File: config.mk
export PLATFORM = sky130hd
export DESIGN_NAME = bnmf_queue
export DESIGN_NICKNAME = d
export VERILOG_FILES = /design/src/rtl/core/bnmf_pkg.sv /design/src/rtl/core/bnmf_queue.sv
export SDC_FILE = /design/constraint.sdc
export NUM_CORES = 1
export LEC_CHECK = 0
export ABC_AREA = 0
export ABC_CLOCK_PERIOD_IN_PS = 4300
export BUFFER_PORTS_ARGS = -buffer_cell sky130_fd_sc_hd__buf_2
export CAP_MARGIN = 5
export CORE_ASPECT_RATIO = 0.6
export CORE_UTILIZATION = 61
export CTS_CLUSTER_SIZE = 10
export DETAILED_ROUTE_END_ITERATION = 7
export PLACE_DENSITY_LB_ADDON = 0.15
export SLEW_MARGIN = 30
export SYNTH_ARGS = -nofsm -noshare
export SYNTH_HDL_FRONTEND = slang
export SYNTH_SLANG_ARGS = --single-unit
File: constraint.sdc
create_clock -name aclk -period 4.3 [get_ports aclk]
set_clock_uncertainty 0.1 [all_clocks]
set_input_delay 0.43 -clock aclk [delete_from_list [all_inputs] [get_ports aclk]]
set_output_delay 0.43 -clock aclk [all_outputs]
set_load 0.01 [all_outputs]
File: src/rtl/core/bnmf_pkg.sv
// ----------------------------------------------------------------------------
// bnmf_pkg
// Shared constants, types and helpers of the background normalization block.
// ----------------------------------------------------------------------------
package bnmf_pkg;

    localparam int MAX_WIDTH  = 1024;
    localparam int MAX_KERNEL = 8;
    localparam int RING       = 4 * MAX_KERNEL + 1;
    localparam int COL_W      = $clog2(MAX_WIDTH);
    localparam int RING_W     = $clog2(RING);
    localparam int ADDR_W     = RING_W + COL_W;
    localparam int MEM_DEPTH  = RING * MAX_WIDTH;
    localparam int RAD_W      = $clog2(2 * MAX_KERNEL + 1);
    localparam int DIST_W     = $clog2(4 * MAX_KERNEL + 1);
    localparam int XW         = 11;
    localparam int YW         = 17;
    localparam int Q_DEPTH    = 4;
    localparam int Q_PTR_W    = $clog2(Q_DEPTH);

    localparam logic [1:0] REG_WIDTH  = 2'd0;
    localparam logic [1:0] REG_HEIGHT = 2'd1;
    localparam logic [1:0] REG_KERNEL = 2'd2;

    typedef struct packed {
        logic [XW-1:0]    width;
        logic [15:0]      height;
        logic [RAD_W-1:0] radius;
    } cfg_t;

    typedef struct packed {
        logic [7:0]        pix;
        logic [RING_W-1:0] xr;
        logic [RING_W-1:0] yr;
        logic [RING_W-1:0] ro;
        logic [COL_W-1:0]  xcol;
        logic [COL_W-1:0]  ccol;
        logic              wr_orig;
        logic              do_h;
        logic              do_out;
        logic              row_end;
        logic              frame_end;
        logic [DIST_W-1:0] dh_lo;
        logic [DIST_W-1:0] dh_hi;
        logic [DIST_W-1:0] dv_lo;
        logic [DIST_W-1:0] dv_hi;
    } cmd_t;

    typedef enum logic [2:0] {
        BK_IDLE, BK_WRITE, BK_HREAD, BK_HLAST, BK_VREAD, BK_VLAST, BK_DIV, BK_OUT
    } back_state_t;

    function automatic logic [RING_W-1:0] ring_sub(input logic [RING_W-1:0] a,
                                                   input logic [RING_W-1:0] d);
        logic [RING_W:0] t;
        t = {1'b0, a} + (RING_W+1)'(RING) - {1'b0, d};
        if (a >= d) begin
            return a - d;
        end
        return t[RING_W-1:0];
    endfunction

    function automatic logic [RING_W-1:0] ring_inc(input logic [RING_W-1:0] a);
        if (a == RING_W'(RING - 1)) begin
            return '0;
        end
        return a + 1'b1;
    endfunction

endpackage

File: src/rtl/core/bnmf_queue.sv
// ----------------------------------------------------------------------------
// bnmf_queue
// Short command queue between the front and the back.
// ----------------------------------------------------------------------------
module bnmf_queue (
    input  logic           aclk,
    input  logic           aresetn,
    input  logic           push,
    input  bnmf_pkg::cmd_t push_data,
    input  logic           pop,
    output bnmf_pkg::cmd_t pop_data,
    output logic           full,
    output logic           empty
);
    import bnmf_pkg::*;

    cmd_t              store_reg [Q_DEPTH];
    logic [Q_PTR_W-1:0] wp_reg, wp_next, rp_reg, rp_next;
    logic [Q_PTR_W:0]   cnt_reg, cnt_next;

    always_comb begin
        full     = (cnt_reg == (Q_PTR_W+1)'(Q_DEPTH));
        empty    = (cnt_reg == '0);
        pop_data = store_reg[rp_reg];
        wp_next  = push ? wp_reg + 1'b1 : wp_reg;
        rp_next  = pop ? rp_reg + 1'b1 : rp_reg;
        cnt_next = cnt_reg + (Q_PTR_W+1)'(push) - (Q_PTR_W+1)'(pop);
    end

    always_ff @(posedge aclk) begin
        if (push) begin
            store_reg[wp_reg] <= push_data;
        end
    end

    always_ff @(posedge aclk) begin
        if (!aresetn) begin
            wp_reg  <= '0;
            rp_reg  <= '0;
            cnt_reg <= '0;
        end else begin
            wp_reg  <= wp_next;
            rp_reg  <= rp_next;
            cnt_reg <= cnt_next;
        end
    end

endmodule

==> out/metrics.csv <==
stage,metric,value,unit
status,outcome,"complete, no violations",
setup_path,path_cells,buf_4 -> mux4_2 -> buf_2,
global_route,antenna_found_initial,4,
sta,finalCritPeriodShare,68.7,%
synth,synth_fa_ha_area_share,0.844,%
placement,gp_congestion,0.721,
setup_path,endpoint,pop_data[27],
clock_network,cts_tree,yes,
sta,fmax,338,MHz
drt,drtPass1Iterations,4,
clock_network,clk_latency,0.48,ns
run,drv_cap,0,
clock_network,clockRootBuffer,clkbuf_16,
clock_network,holdBufCountCts,0,
sta,layout_setup_ws,1.35,ns
setup_path,slowest_stage,dfxtp_4,
clock_network,htreeDepth,2,
setup_path,crit_fanout,32,
drt,via_count,5035,
drt,wirelength,19500,µm
setup_path,crit_type,flip-flop to output pin,
drt,ant_nets,0,
setup_path,max_stage_delay,0.78,ns
sta,max_slew_margin,38.3,%
drt,dr.max_layer_used,met5,
clock_network,cts_setup_buffers,0,
sta,period_minus_slack,2.95,ns
drt,drt-initial-drc-count,385,
die,start_util,62.3,%
setup_path,rr_worst_depth,3,
synth,synthMuxAreaShare,15.1,%
synth,synth_area,11300,µm²
synth,synthCells,434,
hold_path,worstHoldPathCells,1,
global_route,first_global_vias,5306,
synth,ys_seq_area_share,81.6,%
clock_network,numCtsBuffers,36,
die,dieArea,19000,µm²
power,ir_drop,0.000439,V
global_route,grt_pass1_wl,29100,µm
die,die_x,177,µm
sta,slew_violations,0,
synth,yosysWarningCount,0,
synth,synthesis.nets,520,
die,die_h,107,µm
global_route,grt_max_degree,60,
power,power,6.70,mW
setup_path,timing.rr.end,store_reg[1][53]$_DFFE_PP_,
drt,wl_met3,1720,µm
sta,rsz0062_at_grt,no,
setup_path,worstPathArrival,2.42,ns
sta,timing.final.hold_violations,0,
clock_network,clkTransAtPathRegs,0.05,ns
global_route,overflow,0,
placement,dp_slack,1.78,ns
setup_path,critPathLaunchType,flip-flop,
synth,synth_cell_type_count,20,
drt,wl_met1,8300,µm
finish,syn_to_final_growth,18.5,%
die,rows,38,
finish,finish.net_count,705,
setup_path,cp.required,3.77,ns
sta,worst_pin_slew,0.925,ns
synth,synth-simple-area-share,0.667,%
sta,whs,0.0558,ns
drt,wire_per_inst,22.3,µm
finish,drive_above_1_share,44.7,%
power,power.density,502,nW/µm²
synth,yosysTopAreaCell,edfxtp_1,
setup_path,worstReg2RegStart,wp_reg[0]$_SDFFE_PN0P_,
finish,final_util,73.8,%
drt,via_per_inst,5.75,
die,io_pins,156,
drt,route.detailed.drc,0,
placement,numPortBuffers,155,
sta,setup_viol,0,
setup_path,rrSetupSlack,2.09,ns
drt,routed-wl-met2,9200,µm
clock_network,clock-sinks,309,
clock_network,clock_path_buffers,3,
finish,largest_reg_flops,300,
clock_network,cts_resized,0,
hold_path,hold_path_class,input port to flip-flop,
synth,synth_top_family_by_area,multiplexers,
global_route,grtUsageTotal,21.2,%
synth,ys_ff_latch,309,
placement,place_hpwl,11500,µm
synth,synth.avg_cell_area,25.9,µm²
synth,synth-compound-area-share,0.133,%
power,p_leak,4.53,nW
synth,yosysTopAreaCellShare,80.0,%
setup_path,endpoint_kind,output pin,
synth,synth_xor_area_share,0.367,%
sta,setup_tns,0,ns
die,core-area,18100,µm²
synth,synthTopCellsByArea,"edfxtp_1, mux4_2, dfxtp_1, ha_1, buf_6",
[how the worst min path moves through the flow]
stage                                      start                    endpoint  slack (ns)
after detailed placement  rp_reg[1]$_SDFFE_PN0P_                   flip-flop        0.43
final                              push_data[38]  store_reg[2][38]$_DFFE_PP_        0.06
after global routing                push_data[8]   store_reg[3][8]$_DFFE_PP_        0.04
after global placement    rp_reg[1]$_SDFFE_PN0P_                   flip-flop        0.40
after floorplan           rp_reg[1]$_SDFFE_PN0P_                   flip-flop        0.40
after CTS                          push_data[64]  store_reg[2][64]$_DFFE_PP_        0.04
[per-stage QoR]
step / std cells / area, µm²
3_3_place_gp: 818 / 12300
4_1_cts: 871 / 13300
5_1_grt: 872 / 13300
2_1_floorplan: 434 / 11300
3_5_place_dp: 821 / 12400
6_report: 876 / 13300
[worst max-delay path: cells and delay by family (launching register included)]
kind     cells  cell delay, ns
buf+inv      2            0.58
flops        1            0.78
mux          1            0.56
[synth_stat cells]
cell type / n
edfxtp_1: 300
mux4_2: 75
dfxtp_1: 9
inv_1: 7
and2_1: 6
buf_2: 6
buf_6: 6
ha_1: 6
nor2_1: 5
buf_4: 2
clkbuf_1: 2
xnor2_1: 2
a21bo_2: 1
a21oi_1: 1
and3_1: 1
fa_1: 1
mux2i_1: 1
nand3b_1: 1
nor3_1: 1
xor3_1: 1
[logic make-up (layout without fill, tap and decap cells)]
group / after synthesis / after routing
adders and majority gates: 7 / 7
DFF: 309 / 309
other: 0 / 5
and+or+nand+nor: 14 / 14
buffers and inverters: 23 / 220
xor gates and xnor gates: 3 / 3
AOI/OAI and AO/OA: 2 / 2
muxes: 76 / 76
[cells in the final DEF, fill, tap and decap left out]
| cell type | count |
|---|---|
| inv_1 | 7 |
| and3_1 | 1 |
| diode_2 | 5 |
| edfxtp_1 | 300 |
| and2_4 | 4 |
| mux4_2 | 75 |
| buf_4 | 4 |
| nor2_1 | 5 |
| xnor2_1 | 2 |
| xor3_1 | 1 |
| and2_1 | 2 |
| nor3_1 | 1 |
| mux2i_1 | 1 |
| clkbuf_16 | 37 |
| a21bo_2 | 1 |
| dfxtp_4 | 2 |
| dfxtp_1 | 7 |
| clkbuf_1 | 13 |
| buf_12 | 3 |
| ha_1 | 6 |
| fa_1 | 1 |
| a21oi_1 | 1 |
| buf_16 | 1 |
| nand3b_1 | 1 |
| buf_2 | 155 |
[layout make-up]
type | instances | area (µm²)
timing repair buffer | 163 | 893
sequential | 309 | 9200
fill | 1057 | 4730
antenna | 5 | 12.5
inverter | 7 | 26.3
tap | 240 | 300
clock buffer | 50 | 975
multi-input combinational | 102 | 1940
[report_power, final]
part | internal, mW | leakage, nW | switching, mW
clock network | 1.55 | 0.471 | 1.01
logic | 0.298 | 1.22 | 0.308
registers | 3.47 | 2.83 | 0.0646
[per-layer routing]
metal | track usage, % | vias to the layer above
met5 | 0 | -
met4 | 5.74 | 2
met3 | 6.99 | 27
met2 | 32.7 | 195
met1 | 29.7 | 2588
li1 | - | 2223
No activity file was read; power rests on OpenSTA's default activity.
