`config.mk`:
```
export PLATFORM = sky130hd
export DESIGN_NAME = bnmf_front
export DESIGN_NICKNAME = d
export VERILOG_FILES = /design/src/rtl/core/bnmf_pkg.sv /design/src/rtl/core/bnmf_front.sv
export SDC_FILE = /design/constraint.sdc
export NUM_CORES = 1
export LEC_CHECK = 0
export BUFFER_PORTS_ARGS = -buffer_cell sky130_fd_sc_hd__buf_2
export CORE_AREA = 2 2 131 133
export CTS_BUF_LIST = sky130_fd_sc_hd__clkbuf_16
export CTS_CLUSTER_SIZE = 28
export DETAILED_ROUTE_END_ITERATION = 12
export DIE_AREA = 0 0 133 135
export PLACE_DENSITY = 0.73
export SLEW_MARGIN = 10
export SYNTH_ARGS = -nofsm -noshare
export SYNTH_HDL_FRONTEND = slang
export SYNTH_SLANG_ARGS = --single-unit
export TNS_END_PERCENT = 20
```
`constraint.sdc`:
```
create_clock -name aclk -period 4.77 [get_ports aclk]
set_input_delay 0.2385 -clock aclk [delete_from_list [all_inputs] [get_ports aclk]]
set_output_delay 0.2385 -clock aclk [all_outputs]
set_load 0.01 [all_outputs]
```
`src/rtl/core/bnmf_pkg.sv`:
```
// ----------------------------------------------------------------------------
// bnmf_pkg
// Shared constants, types and helpers of the background normalization block.
// ----------------------------------------------------------------------------
package bnmf_pkg;

    localparam int MAX_WIDTH  = 1024;
    localparam int MAX_KERNEL = 8;
    localparam int RING       = 4 * MAX_KERNEL + 1;
    localparam int COL_W      = $clog2(MAX_WIDTH);
    localparam int RING_W     = $clog2(RING);
    localparam int ADDR_W     = RING_W + COL_W;
    localparam int MEM_DEPTH  = RING * MAX_WIDTH;
    localparam int RAD_W      = $clog2(2 * MAX_KERNEL + 1);
    localparam int DIST_W     = $clog2(4 * MAX_KERNEL + 1);
    localparam int XW         = 11;
    localparam int YW         = 17;
    localparam int Q_DEPTH    = 4;
    localparam int Q_PTR_W    = $clog2(Q_DEPTH);

    localparam logic [1:0] REG_WIDTH  = 2'd0;
    localparam logic [1:0] REG_HEIGHT = 2'd1;
    localparam logic [1:0] REG_KERNEL = 2'd2;

    typedef struct packed {
        logic [XW-1:0]    width;
        logic [15:0]      height;
        logic [RAD_W-1:0] radius;
    } cfg_t;

    typedef struct packed {
        logic [7:0]        pix;
        logic [RING_W-1:0] xr;
        logic [RING_W-1:0] yr;
        logic [RING_W-1:0] ro;
        logic [COL_W-1:0]  xcol;
        logic [COL_W-1:0]  ccol;
        logic              wr_orig;
        logic              do_h;
        logic              do_out;
        logic              row_end;
        logic              frame_end;
        logic [DIST_W-1:0] dh_lo;
        logic [DIST_W-1:0] dh_hi;
        logic [DIST_W-1:0] dv_lo;
        logic [DIST_W-1:0] dv_hi;
    } cmd_t;

    typedef enum logic [2:0] {
        BK_IDLE, BK_WRITE, BK_HREAD, BK_HLAST, BK_VREAD, BK_VLAST, BK_DIV, BK_OUT
    } back_state_t;

    function automatic logic [RING_W-1:0] ring_sub(input logic [RING_W-1:0] a,
                                                   input logic [RING_W-1:0] d);
        logic [RING_W:0] t;
        t = {1'b0, a} + (RING_W+1)'(RING) - {1'b0, d};
        if (a >= d) begin
            return a - d;
        end
        return t[RING_W-1:0];
    endfunction

    function automatic logic [RING_W-1:0] ring_inc(input logic [RING_W-1:0] a);
        if (a == RING_W'(RING - 1)) begin
            return '0;
        end
        return a + 1'b1;
    endfunction

endpackage

```
`src/rtl/core/bnmf_front.sv`:
```
// ----------------------------------------------------------------------------
// bnmf_front
// Tracks the frame position of each accepted beat and classifies it.
// ----------------------------------------------------------------------------
module bnmf_front (
    input  logic          aclk,
    input  logic          aresetn,
    input  bnmf_pkg::cfg_t cfg,
    input  logic          push,
    input  logic [7:0]    pixel,
    input  logic          frame_first,
    output bnmf_pkg::cmd_t cmd
);
    import bnmf_pkg::*;

    logic [XW-1:0]     col_reg, col_next;
    logic [YW-1:0]     row_reg, row_next;
    logic [RING_W-1:0] xr_reg, xr_next, yr_reg, yr_next;

    logic [XW-1:0]     x;
    logic [YW-1:0]     y;
    logic [RING_W-1:0] xr, yr;
    logic [YW:0]       xe, ye, re, we, he, twor;

    always_comb begin
        x  = frame_first ? '0 : col_reg;
        y  = frame_first ? '0 : row_reg;
        xr = frame_first ? '0 : xr_reg;
        yr = frame_first ? '0 : yr_reg;
        xe = (YW+1)'(x);
        ye = (YW+1)'(y);
        re = (YW+1)'(cfg.radius);
        we = (YW+1)'(cfg.width);
        he = (YW+1)'(cfg.height);
        twor = re + re;

        cmd.pix     = pixel;
        cmd.xr      = xr;
        cmd.yr      = yr;
        cmd.ro      = ring_sub(yr, RING_W'(cfg.radius));
        cmd.xcol    = x[COL_W-1:0];
        cmd.ccol    = COL_W'(xe - re);
        cmd.wr_orig = (ye < he) && (xe < we);
        cmd.do_h    = (ye < he) && (xe >= re) && (xe - re < we);
        cmd.do_out  = (ye >= re) && (xe >= re) && (ye - re < he) && (xe - re < we);
        cmd.row_end   = (xe - re == we - 1'b1);
        cmd.frame_end = (xe - re == we - 1'b1) && (ye - re == he - 1'b1);
        cmd.dh_lo = (xe > we - 1'b1) ? DIST_W'(xe - we + 1'b1) : '0;
        cmd.dh_hi = (xe >= twor) ? DIST_W'(twor) : DIST_W'(xe);
        cmd.dv_lo = (ye > he - 1'b1) ? DIST_W'(ye - he + 1'b1) : '0;
        cmd.dv_hi = (ye >= twor) ? DIST_W'(twor) : DIST_W'(ye);

        col_next = col_reg;
        row_next = row_reg;
        xr_next  = xr_reg;
        yr_next  = yr_reg;
        if (push) begin
            if (xe + 1'b1 >= we + re) begin
                col_next = '0;
                xr_next  = '0;
                if (ye + 1'b1 >= he + re) begin
                    row_next = '0;
                    yr_next  = '0;
                end else begin
                    row_next = y + 1'b1;
                    yr_next  = ring_inc(yr);
                end
            end else begin
                col_next = x + 1'b1;
                xr_next  = ring_inc(xr);
                row_next = y;
                yr_next  = yr;
            end
        end
    end

    always_ff @(posedge aclk) begin
        if (!aresetn) begin
            col_reg <= '0;
            row_reg <= '0;
            xr_reg  <= '0;
            yr_reg  <= '0;
        end else begin
            col_reg <= col_next;
            row_reg <= row_next;
            xr_reg  <= xr_next;
            yr_reg  <= yr_next;
        end
    end

endmodule

```
==> summary.txt <==
Clock network
  – H-tree Lvls: 2
  – Post-CTS Setup Bufs: 0
  – Clk sinks: 40
  – Root buffer cell: clkbuf_16
  – Worst-path clk slew: 60 ps
  – Max Buffers Root-to-Sink: 2
  – Hold_buf cts: 0
  – CTS tree: yes
  – Worst skew pair latency: 290 ps
  – Cts bufs inserted: 5

Synth
  – Ys async rst share: 0%
  – Complex-gate fraction of the synthesized area: 20.4%
  – Top_reg_cell synth: dfxtp_1
  – Netlist cell types: 75
  – Synthesized instance count: 1157
  – Post-synthesis sequential area ratio: 9.33%
  – Syn Nets: 1372
  – Synth Cell Area: 8590 um2
  – Synth Warn #: 0
  – Synth Area in XOR/XNOR: 13.5%
  – Largest family of logic cells by synthesized area: adder cells
  – Synthesized area per cell: 7.42 um2
  – Synth Area in Adders: 26.1%
  – Post-Synth Simple-Gate Area: 23.2%
  – Mux contribution to synthesized area: 0.758%
  – EDFF count, synth: 0
  – Seq cells post-synth: 40

Final layout
  – Finished Layout Cells: 1459
  – Area growth syn-to-layout: 10.9%
  – ANT cells: 0
  – Share of layout cells above drive strength 1: 12.4%
  – Largest register FFs: 17
  – Nets: 1454
  – Filler Cells Inserted: 1587

Route
  – Router iterations before antenna repair: 6
  – Wire per inst: 17.5 um
  – Final WL: 25500 um
  – Iter 0 DRT Violations: 660
  – Avg Vias per Cell: 5.94
  – Detailed-route via count: 8672
  – Routed Antenna Nets: 0
  – DRC viols: 0

Worst setup path
  – Critical path class: flip-flop to primary output
  – Register-to-Register Path Depth: 15
  – Startpoint types: flip-flop
  – Worst EP arrival: 4330 ps
  – Crit. End Element: primary output
  – WP data required: 4530 ps
  – Crit-path max FO: 6

Placed design
  – Setup WS pre-CTS: 321 ps
  – Dpl cells: 1452
  – Placer Congestion: 0.954
  – Final HPWL from detailed placement: 20600 um
  – Port buffer count: 102

Floorplan
  – Core Area: 16400 um2
  – Row cnt: 47
  – Die Span X: 133 um
  – I/O pins: 119
  – Die area: 18000 um2
  – Die Y-Extent: 135 um
  – Initial Utilization: 52.3%

Global routing
  – Number of global-route vias before repair: 8192
  – Grt ovf: 0
  – Largest net degree at the start of global routing: 46
  – Global-route wire length before repair: 41500 um
  – All-layer global routing usage: 28.3%
  – Initial antenna violation count: 0

STA
  – Hold WS: 477 ps
  – Count of final setup violators: 0
  – Fin Clk Skew: 5.95 ps
  – Slew headroom: 40.0%
  – RSZ-0062 raised after global routing: false
  – Tcrit/Tclk final: 95.8%
  – Setup_tns: 0 ps
  – Worst Tran Pin Value: 899 ps
  – Fin crit period: 4570 ps
  – Max Freq: 219 MHz
  – Post-layout worst setup margin: 203 ps
  – Final Hold Fails: 0
  – Fin. max-slew vios: 0

Power
  – Peak supply drop: 0.175 mV
  – Leakage power: 4.58 nW
  – Cell Pwr Density: 147 nW/um2

Min path
  – Hold path cells: 0
  – Hold Crit Class: input port to primary output

Outcome
  – Run status: finished clean

Job
  – MaxCap Viol Count: 0
-- power by group --
part | leakage [nW] | internal, mW | switching [mW]
Combinational | 4.17 | 0.247 | 0.365
Clock | 0.0899 | 0.297 | 0.142
Sequential | 0.325 | 0.341 | 0.00977
Total | 4.58 | 0.886 | 0.517
-- synth_stat cells, drive strengths merged, types with 4 or more instances --
cell type | count | share of area [%]
o31ai | 7 | 0.61
or3 | 6 | 0.44
mux2 | 4 | 0.52
nor3b | 6 | 0.52
nor3 | 25 | 1.5
ha | 161 | 23
clkbuf | 34 | 1.5
and4 | 4 | 0.41
dfxtp | 40 | 9.3
a21boi | 13 | 1.1
o2111ai | 5 | 0.51
xnor2 | 91 | 9.4
nor2b | 40 | 2.9
and2 | 6 | 0.45
nand2 | 86 | 3.8
o2bb2ai | 5 | 0.51
a211oi | 6 | 0.52
nor2 | 114 | 5.0
a221oi | 7 | 0.71
inv | 86 | 3.8
o211ai | 6 | 0.52
fa | 10 | 2.3
o21ai | 69 | 4.0
nand2b | 18 | 1.3
a31oi | 7 | 0.58
nor4 | 15 | 1.2
nand4 | 20 | 1.5
a32oi | 9 | 0.92
xor2 | 35 | 3.6
and3 | 7 | 0.51
a21oi | 59 | 3.4
buf | 19 | 1.3
nand3 | 45 | 2.6
o21a | 7 | 0.61
a21o | 28 | 2.5
a22oi | 5 | 0.44
-- kinds of logic after synthesis --
kind of cell,count (synthesis)
compound gates,263
xor+xnor,128
fa+ha+maj,174
buf+inv,142
flops,40
mux,6
simple gates,404
-- metal layers --
layer | vias to the layer above | part of all wire (%) | global-route usage, %
li1 | 4275 | - | -
met4 | 0 | 2.6 | 9.56
met3 | 53 | 5.7 | 2.40
met2 | 289 | 47 | 48.2
met5 | - | 0 | 0
met1 | 4055 | 45 | 37.7
-- worst paths after layout --
path	to	from	slack, ps
worst min register to register	col_reg[4]	col_reg[4]	490
worst max-delay path	cmd[24]	col_reg[0]	200
worst min-delay path	cmd[67]	pixel[0]	480
worst max register to register	yr_reg[3]	row_reg[1]	710
-- area by class of cell --
| type | count | area [um2] | share of cell area, % |
|---|---|---|---|
| tap | 220 | 275 | 2.89 |
| multi-input combinational | 975 | 7220 | 75.8 |
| inverter | 89 | 334 | 3.51 |
| clock buffer | 5 | 125 | 1.31 |
| clock inverter | 2 | 60.1 | 0.631 |
| timing repair buffer | 128 | 706 | 7.41 |
| sequential | 40 | 801 | 8.41 |
-- critical path: stages, from the launching register on --
cell and delay [ps]:
dfxtp_1 390, nand2_1 190, ha_1 260, inv_1 90
fa_1 220, a211oi_1 90, or3b_1 410, and2_2 240
a21o_2 210, xnor2_1 130, or4b_4 550, a2111oi_4 450
nand4_1 200, nor4_1 400, buf_2 200
-- cells in the final DEF (no fill, tap or decap), types with 7 or more instances in the layout --
cell	instances
a21boi_0	13
a21o_1	26
a21oi_1	59
a221oi_1	7
a32oi_1	9
and3_1	7
buf_2	102
buf_4	26
dfxtp_1	40
fa_1	10
ha_1	161
inv_1	85
nand2_1	86
nand2b_1	18
nand3_1	45
nand4_1	20
nor2_1	113
nor2b_1	39
nor3_1	25
nor4_1	14
o21a_1	7
o21ai_0	65
o31ai_1	7
xnor2_1	90
xor2_1	35
-- through the flow --
stage,power [mW],area [um2],util (%)
2_1_floorplan,0.788,8590,-
3_3_place_gp,0.950,9330,56.9
3_5_place_dp,0.958,9330,56.9
4_1_cts,1.40,9520,58.0
5_1_grt,1.49,9520,58.0
6_report,1.40,9520,58.0
-- repair_timing --
| action | CTS | global route |
|---|---|---|
| resized for setup | 0 | 1 |
| endpoints found under the setup margin | 0 | 1 |
| endpoints found under the hold margin | 0 | 0 |
(Power assumes the default switching activity.)
